==> src/sv/icdf_pkg.sv <==
// Shared constants and types for the inverse CDF sampler.
package icdf_pkg;

  localparam int unsigned DEPTH_DEF = 4096;
  localparam int unsigned PROB_W    = 33;
  localparam int unsigned ENERGY_W  = 32;
  localparam int unsigned CFG_W     = 32;
  localparam int unsigned COUNT_W   = 13;
  localparam int unsigned IDX_W     = 12;
  localparam int unsigned FRAC_W    = 17;   // Q1.16 fraction, 0..65536
  localparam int unsigned REG_IDX_W = 2;

  localparam logic [PROB_W-1:0] ONE_Q32 = 33'h1_0000_0000;

  typedef enum logic [REG_IDX_W-1:0] {
    REG_E_MIN       = 2'd0,
    REG_E_MAX       = 2'd1,
    REG_E_STEP      = 2'd2,
    REG_ENTRY_COUNT = 2'd3
  } reg_idx_t;

  localparam logic CMD_WRITE  = 1'b0;
  localparam logic CMD_SAMPLE = 1'b1;

  localparam logic STATUS_OK    = 1'b0;
  localparam logic STATUS_RANGE = 1'b1;

endpackage

==> src/sv/icdf_div.sv <==
// Restoring divider: quotient of (num << (QUOT_W-1)) / den, one bit per cycle.
module icdf_div
  import icdf_pkg::*;
#(
  parameter int unsigned NUM_W  = PROB_W,
  parameter int unsigned QUOT_W = FRAC_W
) (
  input  logic              clk,
  input  logic              rst,
  input  logic              start,
  input  logic [NUM_W-1:0]  num,
  input  logic [NUM_W-1:0]  den,
  output logic              done,
  output logic [QUOT_W-1:0] quot
);

  localparam int unsigned REM_W = NUM_W + 2;
  localparam int unsigned CNT_W = $clog2(QUOT_W + 1);

  logic [REM_W-1:0] rem;
  logic [REM_W-1:0] den_r;
  logic [CNT_W-1:0] cnt;
  logic             busy;
  logic             ge;
  logic [REM_W-1:0] rem_sub;

  // num <= den is assumed, so the remainder stays below 2*den
  assign ge      = rem >= den_r;
  assign rem_sub = ge ? rem - den_r : rem;

  always_ff @(posedge clk) begin
    if (rst) begin
      busy <= 1'b0;
      done <= 1'b0;
      cnt  <= '0;
    end else begin
      done <= 1'b0;
      if (start) begin
        busy <= 1'b1;
        cnt  <= CNT_W'(QUOT_W);
      end else if (busy) begin
        cnt <= cnt - 1'b1;
        if (cnt == CNT_W'(1)) begin
          busy <= 1'b0;
          done <= 1'b1;
        end
      end
    end
  end

  always_ff @(posedge clk) begin
    if (start) begin
      rem   <= REM_W'(num);
      den_r <= REM_W'(den);
      quot  <= '0;
    end else if (busy) begin
      rem  <= {rem_sub[REM_W-2:0], 1'b0};
      quot <= {quot[QUOT_W-2:0], ge};
    end
  end

endmodule

==> config.mk <==
export PLATFORM = sky130hd
export DESIGN_NAME = icdf_div
export DESIGN_NICKNAME = d
export VERILOG_FILES = /design/src/sv/icdf_pkg.sv /design/src/sv/icdf_div.sv
export SDC_FILE = /design/constraint.sdc
export NUM_CORES = 1
export LEC_CHECK = 0
export BUFFER_PORTS_ARGS = -buffer_cell sky130_fd_sc_hd__buf_2
export CORE_UTILIZATION = 60
export CTS_CLUSTER_DIAMETER = 50
export DETAILED_ROUTE_END_ITERATION = 12
export PLACE_DENSITY = 0.79
export SLEW_MARGIN = 20
export SYNTH_ARGS = -nofsm -noshare
export SYNTH_HDL_FRONTEND = slang
export SYNTH_SLANG_ARGS = --single-unit
==> constraint.sdc <==
create_clock -name clk -period 5.7 [get_ports clk]
set_clock_uncertainty 0.2 [all_clocks]
set_input_delay 0.285 -clock clk [delete_from_list [all_inputs] [get_ports clk]]
set_output_delay 0.285 -clock clk [all_outputs]
set_load 0.1 [all_outputs]
---- After elaboration in Yosys (flattened, before gate mapping) ----
Index checks and enable logic that the tools add are counted.
word-level totals
  register bits ........................... 92
  input port bits ......................... 69
  output and inout port bits .............. 18
  logic and storage cells ................. 25
cells by class
  add/subtract/negate cells ............... 2
  magnitude comparators ................... 1
  eq/ne operators ......................... 1
  mux-type cells .......................... 9
  bitwise logic cells ..................... 1
  reduce and logical (&&, ||, !) cells .... 3
operators by type and width
  kind                   count
  $mux W33               2
  $ge A35 B33 Y1         1
  $mux W34               1
  $sub A34 B33 Y34       1
  $mux W5                2
  $eq A5 B1 Y1 const B   1
  $sub A5 B1 Y5 const B  1
  $mux W1                4
  $reduce_or A3 Y1       1
  $reduce_bool A2 Y1     1
  $reduce_or A2 Y1       1
  $not A1 Y1             1

---- Longest topological paths before layout ----
Gate-level depths: netlist (run 1).
  depth after elaboration ................. 4
  depth in mapped cells ................... 13
  mapped depth without buffers ............ 11

---- Worst setup path before layout (run 1) ----
OpenSTA, ideal clock, no wires.
  kind .................................... register to register
  start ................................... reg rem[0]
  end ..................................... reg rem[29] (data pin)
  setup time .............................. 0.259 ns
  arrival ................................. 2.573 ns
  data required time ...................... 5.241 ns
  path slack .............................. 2.668 ns
  cell stages (with the launch flop) ...... 12
  buffers on the path ..................... 0
  period minus slack after synthesis ...... 3.032 ns
  cell sequence ........................... edfxtp_1 -> inv_1 -> ha_1 -> fa_1 -> nand2b_1 -> a211oi_1 -> o31ai_1 -> a211oi_2 -> a211oi_2 -> o31ai_1 -> nor4_1 -> a211o_1
on the way
  word-level cells in the longest chain between the ends .. 4
RTL lines
  element                                                    line                            text
  from (decl)                                                icdf_div.sv:20                  logic [REM_W-1:0] rem;
  from (signal assigned)                                     icdf_div.sv:53                  rem <= REM_W'(num);
  from (signal assigned)                                     icdf_div.sv:57                  rem <= {rem_sub[REM_W-2:0], 1'b0};
  $sub A34 B33 Y34 / $ge A35 B33 Y1 (equally long branches)  icdf_div.sv:29, icdf_div.sv:28
  $mux W34 (*)                                               icdf_div.sv:29                  assign rem_sub = ge ? rem - den_r : rem;
  $mux W33 (*)                                               icdf_div.sv:56                  end else if (busy) begin
  $mux W33 (*)                                               icdf_div.sv:52                  if (start) begin
Every way passes the cells marked *; elsewhere a longest branch is shown, timed or not. The select of a mux whose other input is x is not followed.
A chain may end at the register's enable or synchronous reset.

---- Worst setup path after layout (run 1) ----
  start ................................... reg rem[15]
  end ..................................... reg rem[22] (data pin)
The elaborated chain is that of the path after synthesis.

==> metrics.md, run 1 <==
| Metric | Value |
|---|---|
| RSZ-0062 raised after global routing | no |
| Synth Register Bits | 92 |
| Gate Count Post-Synth | 598 |
| WP data required | 5.63 ns |
| Routed Antenna Nets | 0 |
| Maxcap violations | 0 |
| Final WS setup | 2.04 ns |
| Dpl cells | 786 |
| Pwr dens | 367 nW/um2 |
| Worst skew pair latency | 0.38 ns |
| Initial core utilization | 0.620 |
| Critical path's slowest cell | a21o_1 |
| Ant diodes | 0 |
| Die ar. | 9950 um2 |
| Worst setup EP type | flip-flop |
| Commonest non-fill, non-tap cell in the layout | buf_2 |
| Run status | finished, final reports clean |
| VDD IR-drop max | 0.241 mV |
| Top post-synthesis cells by area | edfxtp_1 (35%), dfxtp_1 (9.1%), ha_1 (7.6%) |
| Die X | 99.7 um |
| Fin crit share | 0.641 |
| Placement row count | 35 |
| Hold_ws | 0.0265 ns |
| I/O Buffers | 86 |
| Total CTS buffers | 9 |
| Pre-CTS setup slack | 1.97 ns |
| CTS H-tree depth | 3 |
| CP Cell Sequence | ha_1 -> and3_1 -> nand3_1 -> nor2_1 -> o2111ai_2 -> nand3_2 -> a21o_1 -> and4_1 -> nor4_2 |
| Max Fanout on Critical Path | 29 |
| Max Buffers Root-to-Sink | 2 |
| Fin Setup TNS | 0 ns |
| GRT Total Usage | 0.271 |
| Total Wirelength | 12.9 mm |
| Placed instance area | 6180 um2 |
| Finished Core Util | 0.731 |
| DR pass1 iterations | 5 |
| Iteration-0 DRC count of the detailed router | 306 |
| Layout cells sized above 1 | 0.177 |
| Non-filler cells, final | 839 |
| Total buffers and inverters traversed by the critical path | 0 |
| GR Overflow Total | 0 |
| Nets@finish | 810 |
| Post-synth EDFFs | 66 |
| Final setup viols | 0 |
| Crit path largest cell delay | 0.84 ns |
| Initial antenna violation count | 0 |
| FF-to-FF Start | rem[15] |
| CP arrival | 3.58 ns |
| CP top delay family | simple AND/OR/NAND/NOR gates |
| Net count after synthesis | 703 |
| Routed len/inst | 15.4 um |
| Post-synthesis sequential area ratio | 0.437 |
| Synthesis-to-finish area growth | 17.9% |
| Io pins | 87 |
| Mean Syn Cell Area | 9.58 um2 |
| Startpoint types | flip-flop |
| Pleak | 2.94 nW |
| Ys Warns | 0 |
| DRC errors left | 0 |
| Post-route cell area | 6760 um2 |
| Vias post-DR | 4,871 |
| Via density per instance | 5.81 |
| Clk slew on worst S/H paths | 0.10 ns |
| Fmax | 274 MHz |
| GP Congestion | 0.876 |
| CTS tree | built |
| Dpl hpwl | 8.68 mm |
| Synth Flop Type | edfxtp_1 |
| Total power | 2.48 mW |
| Top-area cell type share of the netlist area | 0.346 |
| Critical Path Source | rem[15] |
| Final min period | 3.66 ns |
| Synth cell types | 69 |
| Post-CTS setup buffer count | 0 |
| Rel. slew slack | 0.292 |
| Final hold vios | 0 |
| Max-slew violations | 0 |
| Worst Max-Slew Pin Slew | 1.06 ns |
| Hold_sp | num[32] |
| Vias in the first global route | 4,793 |
| Clock tree root driver cell | clkbuf_8 |
| PostCTS Resize Cnt | 0 |
| Die Y | 99.7 um |
| Most frequent cells in the layout | buf_2 (86), edfxtp_1 (66), nand2_1 (61) |
| Synthesized area | 5730 um2 |
| Cell taking the most area after synthesis | edfxtp_1 |
| Sink Count | 92 |
| HP Class | in -> reg |
| Core Area | 9240 um2 |
| Largest net degree at the start of global routing | 81 |
| FFs w/ async S/R, synth | 0 |
| Crit Path Class | reg -> reg |
| First-pass GRT wire length | 21.4 mm |
## synth_stat cells (all sizes together) (2+ instances only)
cell,instances
edfxtp,66
nand2,61
nor2,60
inv,46
a21oi,45
ha,35
dfxtp,26
a31oi,22
mux2i,22
o21ai,21
buf,16
a21o,15
clkbuf,14
xnor2,14
nor3,13
a211oi,10
xor2,9
nand3,8
nand2b,7
and3,6
nand4,6
nor4,6
a2bb2oi,5
o21a,5
o21bai,5
o2111ai,4
or3,4
a21boi,3
a221o,3
and2,3
nor2b,3
nor4b,3
o31ai,3
a2111oi,2
a31o,2
and4,2
mux2,2
nor3b,2
o211a,2
o2bb2ai,2
o32ai,2
## sequential cells by signal, summed over array words and instances (netlist names)
name	cells
cnt	5
busy	1
den_r	33
quot	17
rem	35
done	1
## worst paths after layout
kind	end	slack, ns	cells past startpoint
min reg2reg	quot[16]	0.31	2
max	rem[22]	2.04	9
max reg2reg	rem[22]	2.04	9
min	rem[32]	0.03	2
## layer usage
metal / wire length, um / track usage / up-vias
li1: - / - / 2386
met2: 6000 / 0.448 / 180
met3: 768 / 0.0625 / 27
met4: 218 / 0.106 / 0
met5: 0 / 0 / -
met1: 5920 / 0.345 / 2278
## repair_timing
item                                    4_1_cts  5_1_grt
hold buffers                                 36        0
hold endpoints to repair                     42        0
endpoints found under the setup margin        0        0
## logic make-up after synthesis
kind of cell    share of synthesized area
compound gates                      0.194
buf+inv                            0.0583
simple gates                        0.153
xor+xnor                           0.0352
flops                               0.437
mux                                0.0424
fa+ha+maj                          0.0799
## area by class of cell
| class | instances | area [um2] |
|---|---|---|
| timing repair buffer | 126 | 841 |
| inverter | 46 | 173 |
| sequential | 92 | 2500 |
| clock buffer | 11 | 141 |
| tap | 129 | 161 |
| clock inverter | 5 | 43.8 |
| multi-input combinational | 430 | 2890 |
| fill | 658 | 2480 |
## power breakdown
group          internal, mW  switching (mW)
Sequential            0.838          0.0493
Clock                 0.177           0.253
Combinational         0.477           0.687
Note: power is estimated with default switching activity, not from simulation.
==> inputs of run 2 (changes only) <==
--- a/config.mk
+++ b/config.mk
@@ -6,10 +6,10 @@
 export NUM_CORES = 1
 export LEC_CHECK = 0
 export BUFFER_PORTS_ARGS = -buffer_cell sky130_fd_sc_hd__buf_2
-export CORE_UTILIZATION = 60
+export CORE_UTILIZATION = 52
 export CTS_CLUSTER_DIAMETER = 50
 export DETAILED_ROUTE_END_ITERATION = 12
-export PLACE_DENSITY = 0.79
+export PLACE_DENSITY = 0.73
 export SLEW_MARGIN = 20
 export SYNTH_ARGS = -nofsm -noshare
 export SYNTH_HDL_FRONTEND = slang
==> constraint.sdc (replaced) <==
create_clock -name clk -period 2.95 [get_ports clk]
set_clock_uncertainty 0.2 [all_clocks]
set_input_delay 0.1475 -clock clk [delete_from_list [all_inputs] [get_ports clk]]
set_output_delay 0.1475 -clock clk [all_outputs]
set_load 0.1 [all_outputs]
==> run 2 against run 1 <==
The flow now finishes with violations (negative setup slack). First-iteration DRC count fell by 18%. Clock power rose by 120%. Global-route usage down 0.71 points. Core utilization increased by 0.73 points. Sequential share of layout area decreased by 4.8 points. Sequential power grew 94%. Critical path depth up 1. Setup slack lost 2.1 ns. Register-to-register slack lost 2.1 ns. Maximum frequency grew 22%. Power increased by 120%. Largest power group unchanged.
==> metrics.md, run 2 (same netlist as run 1, synthesis figures left out) <==
| Metric | Value |
|---|---|
| Nets@finish | 891 (was 810) |
| CP arrival | 2.93 ns (was 3.58 ns) |
| Clk slew on worst S/H paths | 0.09 ns (was 0.10 ns) |
| Max Buffers Root-to-Sink | 2 (unchanged) |
| Most frequent cells in the layout | buf_2 (86), edfxtp_1 (66), dlygate4sd3_1 (66) (was buf_2 (86), edfxtp_1 (66), nand2_1 (61)) |
| Iteration-0 DRC count of the detailed router | 252 (was 306) |
| GRT Total Usage | 0.264 (was 0.271) |
| FF-to-FF Start | den_r[0] (was rem[15]) |
| Fill count | 748 (was 658) |
| Die ar. | 11,400 um2 (was 9950 um2) |
| VDD IR-drop max | 0.406 mV (was 0.241 mV) |
| Pwr dens | 711 nW/um2 (was 367 nW/um2) |
| Reg2Reg Depth | 10 (was 9) |
| Layout cells sized above 1 | 0.276 (was 0.177) |
| Met1 usage in global routing | 0.318 (was 0.345) |
| Die Y | 107 um (was 99.7 um) |
| First-pass GRT wire length | 23.9 mm (was 21.4 mm) |
| Largest net degree at the start of global routing | 81 (unchanged) |
| Crit Path Class | reg -> reg (unchanged) |
| Initial antenna violation count | 0 (unchanged) |
| Final WS setup | -0.0532 ns (was 2.04 ns) |
| Placement row count | 37 (was 35) |
| Final min period | 3.00 ns (was 3.66 ns) |
| Met3 Track Usage GR | 0.0468 (was 0.0625) |
| R2R setup slack | -0.05 ns (was 2.04 ns) |
| Run status | finished, violations left (was finished, final reports clean) |
| Maxcap violations | 0 (unchanged) |
| Non-filler cells, final | 927 (was 839) |
| Total CTS buffers | 9 (unchanged) |
| Hold path endpoint | rem[28] (was rem[32]) |
| Startpoint types | flip-flop (unchanged) |
| Post-route cell area | 7760 um2 (was 6760 um2) |
| Io pins | 87 (unchanged) |
| Initial core utilization | 0.545 (was 0.620) |
| Fmax | 333 MHz (was 274 MHz) |
| Routed len/inst | 16.1 um (was 15.4 um) |
| Worst Max-Slew Pin Slew | 0.569 ns (was 1.06 ns) |
| Met2 GRT Util | 0.466 (was 0.448) |
| Worst skew pair latency | 0.38 ns (about the same) |
| Placed instance area | 6570 um2 (was 6180 um2) |
| GR Overflow Total | 0 (unchanged) |
| Dpl hpwl | 9.93 mm (was 8.68 mm) |
| Hold_sp | num[28] (was num[32]) |
| HP Class | in -> reg (unchanged) |
| Max-slew violations | 0 (unchanged) |
| Rel. slew slack | 0.620 (was 0.292) |
| DRC errors left | 0 (unchanged) |
| Final hold vios | 0 (unchanged) |
| CTS tree | built (unchanged) |
| Number of flip-flops in the largest register | 35 (unchanged) |
| Max Fanout on Critical Path | 3 (was 29) |
| Total Wirelength | 14.9 mm (was 12.9 mm) |
| Vias post-DR | 5,229 (was 4,871) |
| Ant diodes | 0 (unchanged) |
| Critical Path Source | den_r[0] (was rem[15]) |
| Synthesis-to-finish area growth | 35.4% (was 17.9%) |
| Failing checks | negative setup slack |
| R2r endpoint | rem[31] (was rem[22]) |
| Commonest non-fill, non-tap cell in the layout | buf_2 (unchanged) |
| Via density per instance | 5.64 (was 5.81) |
| Worst setup EP type | flip-flop (unchanged) |
| Die X | 107 um (was 99.7 um) |
| GP Congestion | 0.871 (was 0.876) |
| Sink Count | 92 (unchanged) |
| Clock tree root driver cell | clkbuf_8 (unchanged) |
| I/O Buffers | 86 (unchanged) |
| WP data required | 2.88 ns (was 5.63 ns) |
| Vias in the first global route | 5,353 (was 4,793) |
| Fin crit share | 1.02 (was 0.641) |
| Top flop regs | rem: 35 flops, den_r: 33 flops, quot: 17 flops (unchanged) |
| Final setup viols | 2 (was 0) |
| Dpl cells | 838 (was 786) |
| RSZ-0062 raised after global routing | yes (was no) |
| Core Area | 10,500 um2 (was 9240 um2) |
| Critical path's slowest cell | edfxtp_1 (was a21o_1) |
| Multi-input logic area | 3160 um2 (was 2890 um2) |
| CP Cell Sequence | ha_2 -> fa_2 -> nand2b_4 -> a211oi_4 -> o31ai_4 -> a211oi_2 -> a211oi_2 -> o31ai_2 -> mux2i_1 -> o32ai_1 (was ha_1 -> and3_1 -> nand3_1 -> nor2_1 -> o2111ai_2 -> nand3_2 -> a21o_1 -> and4_1 -> nor4_2) |
| Sequential Area | 2500 um2 (unchanged) |
| Global routing's busiest layer | met2 (unchanged) |
| Largest reg by FF count | rem (unchanged) |
| DR pass1 iterations | 6 (was 5) |
| Hold path depth | 3 (was 2) |
| Crit path largest cell delay | 0.38 ns (was 0.84 ns) |
| Pleak | 3.35 nW (was 2.94 nW) |
| Routed Antenna Nets | 0 (unchanged) |
| Crit path top cell by count | a211oi_2 |
| CTS H-tree depth | 3 (unchanged) |
-- run 2: changes by cell type in the layout (fill, tap and decap cells not counted), sizes merged --
| cell | previous run | this run |
|---|---|---|
| buf | 90 | 141 |
| dlygate4sd3 | 36 | 66 |
| inv | 49 | 47 |
| bufinv | 0 | 1 |
| clkinv | 2 | 3 |
-- run 2: repair_timing --
action / in CTS / in global routing
pin swaps: 1 / 17
setup endpoints to repair: 28 / 30
buffers inserted: 0 / 7
resized for setup: 10 / 46
hold endpoints to repair: 72 / 0
hold buffers: 66 / 0
-- run 2: report_power, final --
part           total, mW  leakage [nW]  switching [mW]  internal (mW)
combinational       2.85          2.37            1.55           1.30
sequential          1.72         0.862           0.105           1.62
clock              0.936         0.112           0.469          0.467
-- run 2: per-stage QoR --
stage	TNS [ns]	power [mW]	worst slack [ns]	hold slack, ns	util
finish	-0.0662	5.51	-0.0532	0.0311	0.739
global route	-0.981	5.83	-0.156	0.0306	0.739
floorplan	0	3.49	0.0650	0.0166	-
detailed placement	-1.07	4.19	-0.0812	0.126	0.625
global placement	-0.0402	4.13	-0.0246	0.123	0.625
CTS	-0.0624	5.23	-0.0246	0.0138	0.712
-- run 2: worst max-delay path by stage --
stage                     slack [ns]      end  cells past startpoint
after floorplan                 0.06  rem[29]                     11
after global placement         -0.02  rem[31]                     10
after detailed placement       -0.08  rem[33]                     10
after CTS                      -0.02  rem[29]                     11
after global routing           -0.16  rem[31]                     11
final                          -0.05  rem[31]                     10
-- run 2: area by class of cell --
type / count / area share
inverters: 46 / 0.0222
repair buffers: 207 / 0.198
clock inverters: 5 / 0.00725
multi-input cells: 430 / 0.407
flip-flops and latches: 92 / 0.322
clock buffers: 11 / 0.0210
well taps: 136 / 0.0219
-- run 2: worst max-delay path, delay by kind of cell (launching register included) --
kind                       cells  cell delay [ns]
DFF                            1             0.38
and+or+nand+nor                1             0.16
adders and majority gates      2             0.54
AOI/OAI and AO/OA              6             1.21
muxes                          1             0.26
-- run 2: metal layers --
layer | wire, um | up-vias
met1 | 6670 | 2503
met5 | 0 | -
li1 | - | 2547
met2 | 7270 | 148
met4 | 337 | 0
met3 | 609 | 31
